<file path="src/hdl/integer_to_ascii_radix_top_macros.svh">
// Assertion macros for the integer-to-ASCII block.
// Used by itoa_ctrl.sv; no other dependencies.
`ifndef INTEGER_TO_ASCII_RADIX_TOP_MACROS_SVH
`define INTEGER_TO_ASCII_RADIX_TOP_MACROS_SVH
`ifndef SYNTHESIS
`define ITOA_ASSERT(lbl, clk_s, rst_s, prop, msg) \
  lbl: assert property (@(posedge clk_s) disable iff (!rst_s) prop) else $error(msg);
`define ITOA_ASSERT_NR(lbl, clk_s, prop, msg) \
  lbl: assert property (@(posedge clk_s) prop) else $error(msg);
`else
`define ITOA_ASSERT(lbl, clk_s, rst_s, prop, msg)
`define ITOA_ASSERT_NR(lbl, clk_s, prop, msg)
`endif
`endif

</file>
<file path="src/hdl/itoa_pkg.sv">
// Shared types, constants and helpers for the integer-to-ASCII block.
// No dependencies.
package itoa_pkg;

  localparam int VALUE_W   = 32;
  localparam int SPACE_W   = 7;
  localparam int CHAR_W    = 7;
  localparam int DIGITS    = VALUE_W;            // binary gives the most digits
  localparam int DIG_IDX_W = $clog2(DIGITS);
  localparam int NDIG_W    = $clog2(DIGITS + 1);

  // floor(x / 10) == (x * DEC_RECIP) >> DEC_SHIFT for every 32-bit x
  localparam logic [VALUE_W-1:0] DEC_RECIP = 32'hCCCC_CCCD;
  localparam int                 DEC_SHIFT = 35;

  localparam logic [CHAR_W-1:0] CH_MINUS = 7'h2d;
  localparam logic [CHAR_W-1:0] CH_ZERO  = 7'h30;
  localparam logic [CHAR_W-1:0] CH_A     = 7'h61;
  localparam logic [CHAR_W-1:0] CH_X     = 7'h78;
  localparam logic [CHAR_W-1:0] CH_B     = 7'h62;

  typedef enum logic [1:0] {
    OP_SDEC = 2'd0,
    OP_UDEC = 2'd1,
    OP_HEX  = 2'd2,
    OP_BIN  = 2'd3
  } opcode_t;

  typedef struct packed {
    logic load;   // capture an accepted item
    logic step;   // produce one digit
    logic emit;   // load the next character into the output register
  } itoa_cmd_t;

  typedef struct packed {
    logic conv_done;  // current step yields the top digit
    logic emit_last;  // next character closes the run
  } itoa_stat_t;

  function automatic logic [CHAR_W-1:0] digit_char(input logic [3:0] d);
    if (d < 4'd10) begin
      return CH_ZERO + CHAR_W'(d);
    end
    return CH_A + CHAR_W'(d - 4'd10);
  endfunction

endpackage

</file>
<file path="src/hdl/itoa_ctrl.sv">
// Controller: sequences load, digit conversion and character output.
// Depends on itoa_pkg and integer_to_ascii_radix_top_macros.svh.
`include "integer_to_ascii_radix_top_macros.svh"
module itoa_ctrl import itoa_pkg::*; (
  input  logic       clk,
  input  logic       rst_n,
  input  logic       in_valid,
  output logic       in_ready,
  output logic       out_valid,
  input  logic       out_ready,
  input  itoa_stat_t stat_i,
  output itoa_cmd_t  cmd_o
);

  typedef enum logic [1:0] {
    S_IDLE,
    S_CONV,
    S_EMIT
  } state_t;

  state_t state_r, state_nxt;
  logic   out_valid_r, out_valid_nxt;

  always_comb begin
    state_nxt = state_r;
    cmd_o     = '0;
    in_ready  = 1'b0;
    unique case (state_r)
      S_IDLE: begin
        in_ready = 1'b1;
        if (in_valid) begin
          cmd_o.load = 1'b1;
          state_nxt  = S_CONV;
        end
      end
      S_CONV: begin
        cmd_o.step = 1'b1;
        if (stat_i.conv_done) begin
          state_nxt = S_EMIT;
        end
      end
      S_EMIT: begin
        if (!out_valid_r || out_ready) begin
          cmd_o.emit = 1'b1;
          if (stat_i.emit_last) begin
            state_nxt = S_IDLE;
          end
        end
      end
      default: begin
        state_nxt = S_IDLE;
      end
    endcase
  end

  assign out_valid_nxt = cmd_o.emit | (out_valid_r & ~out_ready);

  always_ff @(posedge clk) begin
    if (!rst_n) begin
      state_r     <= S_IDLE;
      out_valid_r <= 1'b0;
    end else begin
      state_r     <= state_nxt;
      out_valid_r <= out_valid_nxt;
    end
  end

  assign out_valid = out_valid_r;

  `ITOA_ASSERT(a_load_starts_conv, clk, rst_n, cmd_o.load |=> state_r == S_CONV, "load did not start conversion")
  `ITOA_ASSERT(a_last_ends_run, clk, rst_n, (cmd_o.emit && stat_i.emit_last) |=> (state_r == S_IDLE && out_valid_r), "final character did not end the run")
  `ITOA_ASSERT(a_valid_from_emit, clk, rst_n, $rose(out_valid_r) |-> $past(cmd_o.emit), "output valid rose without a character load")

endmodule

</file>
<file path="config.mk">
export PLATFORM = sky130hd
export DESIGN_NAME = itoa_ctrl
export DESIGN_NICKNAME = d
export VERILOG_FILES = /design/src/hdl/itoa_pkg.sv /design/src/hdl/itoa_ctrl.sv
export VERILOG_INCLUDE_DIRS = /design/src /design/src/hdl
export SDC_FILE = /design/constraint.sdc
export NUM_CORES = 1
export LEC_CHECK = 0
export CAP_MARGIN = 0
export CORE_AREA = 3 3 40 42
export CTS_CLUSTER_DIAMETER = 30
export DETAILED_ROUTE_END_ITERATION = 8
export DIE_AREA = 0 0 43 45
export DONT_BUFFER_PORTS = 1
export GPL_ROUTABILITY_DRIVEN = 0
export RECOVER_POWER = 25
export SETUP_SLACK_MARGIN = 0.2
export SLEW_MARGIN = 15
export SYNTH_ARGS = -nofsm -noshare
export SYNTH_HDL_FRONTEND = slang
export SYNTH_SLANG_ARGS = --single-unit
</file>
<file path="constraint.sdc">
create_clock -name clk -period 1 [get_ports clk]
set_input_delay 0.2 -clock clk [delete_from_list [all_inputs] [get_ports clk]]
set_output_delay 0.2 -clock clk [all_outputs]
set_load 0.005 [all_outputs]
</file>
# Word-level counts from Yosys, hierarchy flattened
# Cells that the tools add are included.
dict set report totals {
  output_inout_bits 5
  wordCells 26
  regBits 3
  input_bits 6
}
dict set report op_classes {
  n_eq_ne 6
  muxes 11
  bitwise_logic 3
  n_reduce_logical 4
}
# cell n
set ops {}
lappend ops {{$mux W2} 4}
lappend ops {{$ne A2 B2 Y1 const B} 4}
lappend ops {{$mux W1} 6}
lappend ops {{$pmux W2 S3} 1}
lappend ops {{$reduce_and A4 Y1} 1}
lappend ops {{$eq A2 B1 Y1 const B} 1}
lappend ops {{$eq A2 B2 Y1 const B} 1}
lappend ops {{$logic_not A2 Y1} 1}
lappend ops {{$and A1 B1 Y1} 1}
lappend ops {{$logic_not A1 Y1} 1}
lappend ops {{$logic_or A1 B1 Y1} 1}
lappend ops {{$not A1 Y1} 1}
lappend ops {{$or A1 B1 Y1} 1}

# Longest topological paths before layout
dict set report logic_depth {
  depth_word 5
  mapped_depth 3
  depth_no_buf 3
}

# Least setup slack after synthesis
# Ideal clock, no wire load.
dict set report synth_timing {
  path_type {flip-flop to flip-flop}
  startpoint {reg state_r[0]}
  endpoint {reg state_r[1]}
  stages_incl_launch_ff 4
  required_ps 885
  setup_time_ps 115
  path_slack_ps 138
  t_arrival_ps 748
  period_less_slack_ps 862
  path_buffers 0
  path_cell_list {dfxtp_1 nor2b_4 and2_1 o21a_1}
}
dict set report synth_between {
  elab_chain_cells 3
  word_cells_on_any_way 9
  cone_classes {6 x eq/ne; 1 x mux; 2 x reduce/logical}
}
# item line_no
set synth_rtl {}
lappend synth_rtl {{start: declaration} itoa_ctrl.sv:21} ;# state_t state_r, state_nxt;
lappend synth_rtl {{start signal: assignment} itoa_ctrl.sv:63} ;# state_r <= state_nxt;
lappend synth_rtl {{$eq A2 B2 Y1, or another cell as far along} itoa_ctrl.sv:28} ;# unique case (state_r)
lappend synth_rtl {{$ne A2 B2 Y1 (no line)} -}
lappend synth_rtl {{$reduce_and A4 Y1 (no line)} -}
# Parallel ways exist; a longest one is shown, timed or not.
# A chain may end at the register's enable or synchronous reset.

==> tab_implementation.tex <==
\begin{tabular}{lr}
\hline
Metric & Value \\
\hline
\multicolumn{2}{l}{\textbf{Floorplan}} \\
\quad Horizontal die dimension & 43 um \\
\quad Height of the die & 45 um \\
\quad Ports & 11 \\
\quad Initial core utilization & 0.1168 \\
\quad Site Rows & 13 \\
\quad Area of the core & 1285 um2 \\
\quad Die Area & 1935 um2 \\
\multicolumn{2}{l}{\textbf{Clock network}} \\
\quad Clock slew at reported path FFs & 0.04 ns \\
\quad CTS tree & built \\
\quad Buffer levels on the longest clock path & 2 \\
\quad H-tree levels & 1 \\
\quad Clock buffers created by TritonCTS & 3 \\
\quad Clock Sink Count & 3 \\
\quad Worst skew pair latency & 0.23 ns \\
\quad Clk root buf & sky130\_fd\_sc\_hd\_\_clkbuf\_4 \\
\multicolumn{2}{l}{\textbf{Status}} \\
\quad Result of the run & finished, violations left \\
\quad Violations in the final reports & negative setup slack \\
\multicolumn{2}{l}{\textbf{Timing}} \\
\quad Final period demand of the worst path & 1.041 ns \\
\quad Final Hold Vio Count & 0 \\
\quad Relative max-transition margin & 0.9173 \\
\quad Maximum clock rate & 0.9609 GHz \\
\quad Smallest setup slack after layout & -0.04069 ns \\
\quad Worst slew pin tran & 0.1206 ns \\
\quad RSZ-0062 raised after global routing & yes \\
\quad Worst hold-check slack & 0.08895 ns \\
\quad Setup clock skew after layout & 0.0002564 ns \\
\quad Final cycle utilization of the critical path & 1.041 \\
\quad Total Neg Setup Slack & -0.07496 ns \\
\quad Final Max Tran Viols & 0 \\
\quad \# setup viols final & 3 \\
\multicolumn{2}{l}{\textbf{Setup path}} \\
\quad Largest stage delay, worst path & 0.35 ns \\
\quad CP cell instances & nand2b\_4 > nor2b\_2 \\
\quad Critical path startpoint category & flop \\
\quad Kind of critical path & reg2out \\
\quad Nature of the critical path endpoint & output port \\
\quad Cell family with most CP delay & flip-flops \\
\quad Highest-delay cell along the critical path & sky130\_fd\_sc\_hd\_\_dfxtp\_4 \\
\quad Worst Path Required & 0.80 ns \\
\quad Data arrival at the endpoint of the critical path & 0.84 ns \\
\quad Critical path buffer and inverter count & 0 \\
\quad Slack of the worst reg-to-reg path & 0.07 ns \\
\quad Highest fanout seen on the critical path & 4 \\
\multicolumn{2}{l}{\textbf{Run}} \\
\quad Max capacitance violation total & 0 \\
\multicolumn{2}{l}{\textbf{Drt}} \\
\quad Met1 wire length & 125 um \\
\quad Uppermost layer routed & met3 \\
\quad DR WL/cell & 9.486 um \\
\quad Post-DRT Antenna Nets & 0 \\
\quad Total wire length & 351 um \\
\quad Number of vias per cell after detailed routing & 3.459 \\
\quad Met3 Routed Length & 60 um \\
\quad Final routed DRC violation total & 0 \\
\quad Detailed Route Iter0 Violations & 0 \\
\quad Detailed Routing Iterations Pass 1 & 1 \\
\quad Detailed route wirelength on metal2 & 165 um \\
\quad Number of vias after detailed routing & 128 \\
\multicolumn{2}{l}{\textbf{Global routing}} \\
\quad Vias in the first global route & 137 \\
\quad Number of antenna violations at the first check in global routing & 0 \\
\quad Wire length of the first global-routing pass & 510 um \\
\quad Overflow left after global routing & 0 \\
\quad Pin count of the biggest net entering global routing & 5 \\
\quad Total routing resource utilization after global routing & 0.04489 \\
\multicolumn{2}{l}{\textbf{Logic synthesis}} \\
\quad Mean Syn Cell Area & 9.384 um2 \\
\quad Netlist cell types & 12 \\
\quad Cell taking the most area after synthesis & sky130\_fd\_sc\_hd\_\_dfxtp\_1 \\
\quad Main combinational cell family by area after synthesis & simple AND/OR/NAND/NOR gates \\
\quad Synth Area in Adders & 0 \\
\quad Compound-cell area share of the yosys netlist & 0.1333 \\
\quad Gate count of the mapped netlist & 16 \\
\quad Warnings, synthesis & 0 \\
\quad Netlist area before placement & 150.1 um2 \\
\quad Post-synthesis sequential area ratio & 0.4000 \\
\quad Synthesized-area fraction occupied by and/or/nand/nor cells & 0.3750 \\
\quad Post-synth top area share & 0.4000 \\
\quad Top area cells in the synthesized netlist & sky130\_fd\_sc\_hd\_\_dfxtp\_1 (40\%), sky130\_fd\_sc\_hd\_\_nor2b\_4 (9.2\%), sky130\_fd\_sc\_hd\_\_and2\_1 (8.3\%), sky130\_fd\_sc\_hd\_\_nand2b\_1 (8.3\%), sky130\_fd\_sc\_hd\_\_mux2i\_1 (6.7\%) \\
\quad Post-synth net total & 22 \\
\quad Xor-xnor portion of the synthesized cell area & 0 \\
\quad Proportion of synthesized area in mux cells & 0.06667 \\
\quad Register bit count reported by yosys & 3 \\
\multicolumn{2}{l}{\textbf{Placement}} \\
\quad Post-place setup slack & 0.1403 ns \\
\quad Count of buffers from port buffering & 0 \\
\multicolumn{2}{l}{\textbf{Finish}} \\
\quad Total inserted antenna cells & 0 \\
\quad Fill cells & 148 \\
\quad Layout overhead on the synthesized area & 59.17\% \\
\quad Share of final-layout standard cells stronger than drive strength 1 & 0.5909 \\
\quad Layout Nets & 29 \\
\multicolumn{2}{l}{\textbf{Power and ir drop}} \\
\quad Peak supply drop & 0.0003086 V \\
\quad Power density over the cells & 1641 nW/um2 \\
\quad Static leakage & 0.09399 nW \\
\multicolumn{2}{l}{\textbf{Worst hold path}} \\
\quad Class of the worst hold path & in2reg \\
\hline
\end{tabular}
path summary, 6_finish.rpt:
path / endpoint / from / cells after the start
setup / recovery: cmd_o[0] / state_r[0]$_SDFFE_PN0P_ / 2
hold / removal: state_r[1]$_SDFFE_PN0P_ / rst_n / 1
setup reg to reg: state_r[1]$_SDFFE_PN0P_ / state_r[0]$_SDFFE_PN0P_ / 4
hold reg to reg: state_r[0]$_SDFFE_PN0P_ / state_r[1]$_SDFFE_PN0P_ / 1
Yosys cell counts:
library cell / instances
sky130_fd_sc_hd__inv_1: 1
sky130_fd_sc_hd__nor2_1: 1
sky130_fd_sc_hd__nor2b_4: 1
sky130_fd_sc_hd__o21a_1: 1
sky130_fd_sc_hd__a21oi_1: 1
sky130_fd_sc_hd__mux2i_1: 1
sky130_fd_sc_hd__nor2b_1: 1
sky130_fd_sc_hd__and2_1: 2
sky130_fd_sc_hd__nor3b_1: 1
sky130_fd_sc_hd__dfxtp_1: 3
sky130_fd_sc_hd__a21boi_0: 1
sky130_fd_sc_hd__nand2b_1: 2
final cells by class:
type	instances	area [um2]	area share
timing repair buffer	2	15.01	0.06283
multi-input combinational	12	106.4	0.4450
inverter	1	3.754	0.01571
tap	15	18.77	0.07853
clock buffer	4	26.28	0.1099
sequential	3	68.82	0.2880
power breakdown:
part           switching, mW  internal [mW]  leakage (nW)
Combinational         0.0141         0.0318        0.0526
Sequential            0.0104          0.125        0.0264
Clock                 0.0611          0.149        0.0150
Total                 0.0857          0.306        0.0940
cells in the final DEF, fill, tap and decap left out:
master | synthesis | routed
sky130_fd_sc_hd__nor2b_2 | 0 | 1
sky130_fd_sc_hd__nand2b_1 | 2 | 1
sky130_fd_sc_hd__and2_1 | 2 | 1
sky130_fd_sc_hd__inv_1 | 1 | 1
sky130_fd_sc_hd__and2_4 | 0 | 1
sky130_fd_sc_hd__nor2_4 | 0 | 1
sky130_fd_sc_hd__mux2i_1 | 1 | 1
sky130_fd_sc_hd__dfxtp_2 | 0 | 1
sky130_fd_sc_hd__a21oi_1 | 1 | 1
sky130_fd_sc_hd__buf_4 | 0 | 2
sky130_fd_sc_hd__nor2b_4 | 1 | 1
sky130_fd_sc_hd__nor3b_1 | 1 | 1
sky130_fd_sc_hd__o21a_1 | 1 | 1
sky130_fd_sc_hd__clkbuf_1 | 0 | 1
sky130_fd_sc_hd__nand2b_4 | 0 | 1
sky130_fd_sc_hd__clkbuf_4 | 0 | 3
sky130_fd_sc_hd__a21boi_1 | 0 | 1
sky130_fd_sc_hd__dfxtp_4 | 0 | 2
per-stage QoR:
step                  util  power (mW)  area (um2)  std cells
finish              0.1860      0.3921       239.0         37
global route        0.1860      0.4176       239.0         37
CTS                 0.1772      0.4066       227.7         36
detailed placement  0.1392      0.1720       178.9         32
global placement    0.1392      0.1718       178.9         32
floorplan                -      0.1610       152.6         16
kinds of logic after synthesis:
logic type / after synthesis
AOI/OAI and AO/OA: 3
and+or+nand+nor: 8
buffers and inverters: 1
muxes: 1
DFF: 3
per-layer routing:
| layer | vias up | track usage |
|---|---|---|
| li1 | 64 | - |
| met3 | 0 | 0.05578 |
| met4 | 0 | 0.05422 |
| met1 | 58 | 0.03357 |
| met5 | - | 0 |
| met2 | 6 | 0.05090 |
registers in the layout, summed over array words and instances, names as in the netlist:
name	count
state_r	2
out_valid	1
timing repair:
action / in CTS / in global routing
hold buffers: 0 / 0
setup buffers: 0 / 1
gates resized for setup: 6 / 3
endpoints found under the setup margin: 5 / 7
pin swaps: 1 / 1
No activity file was read; power rests on OpenSTA's default activity.
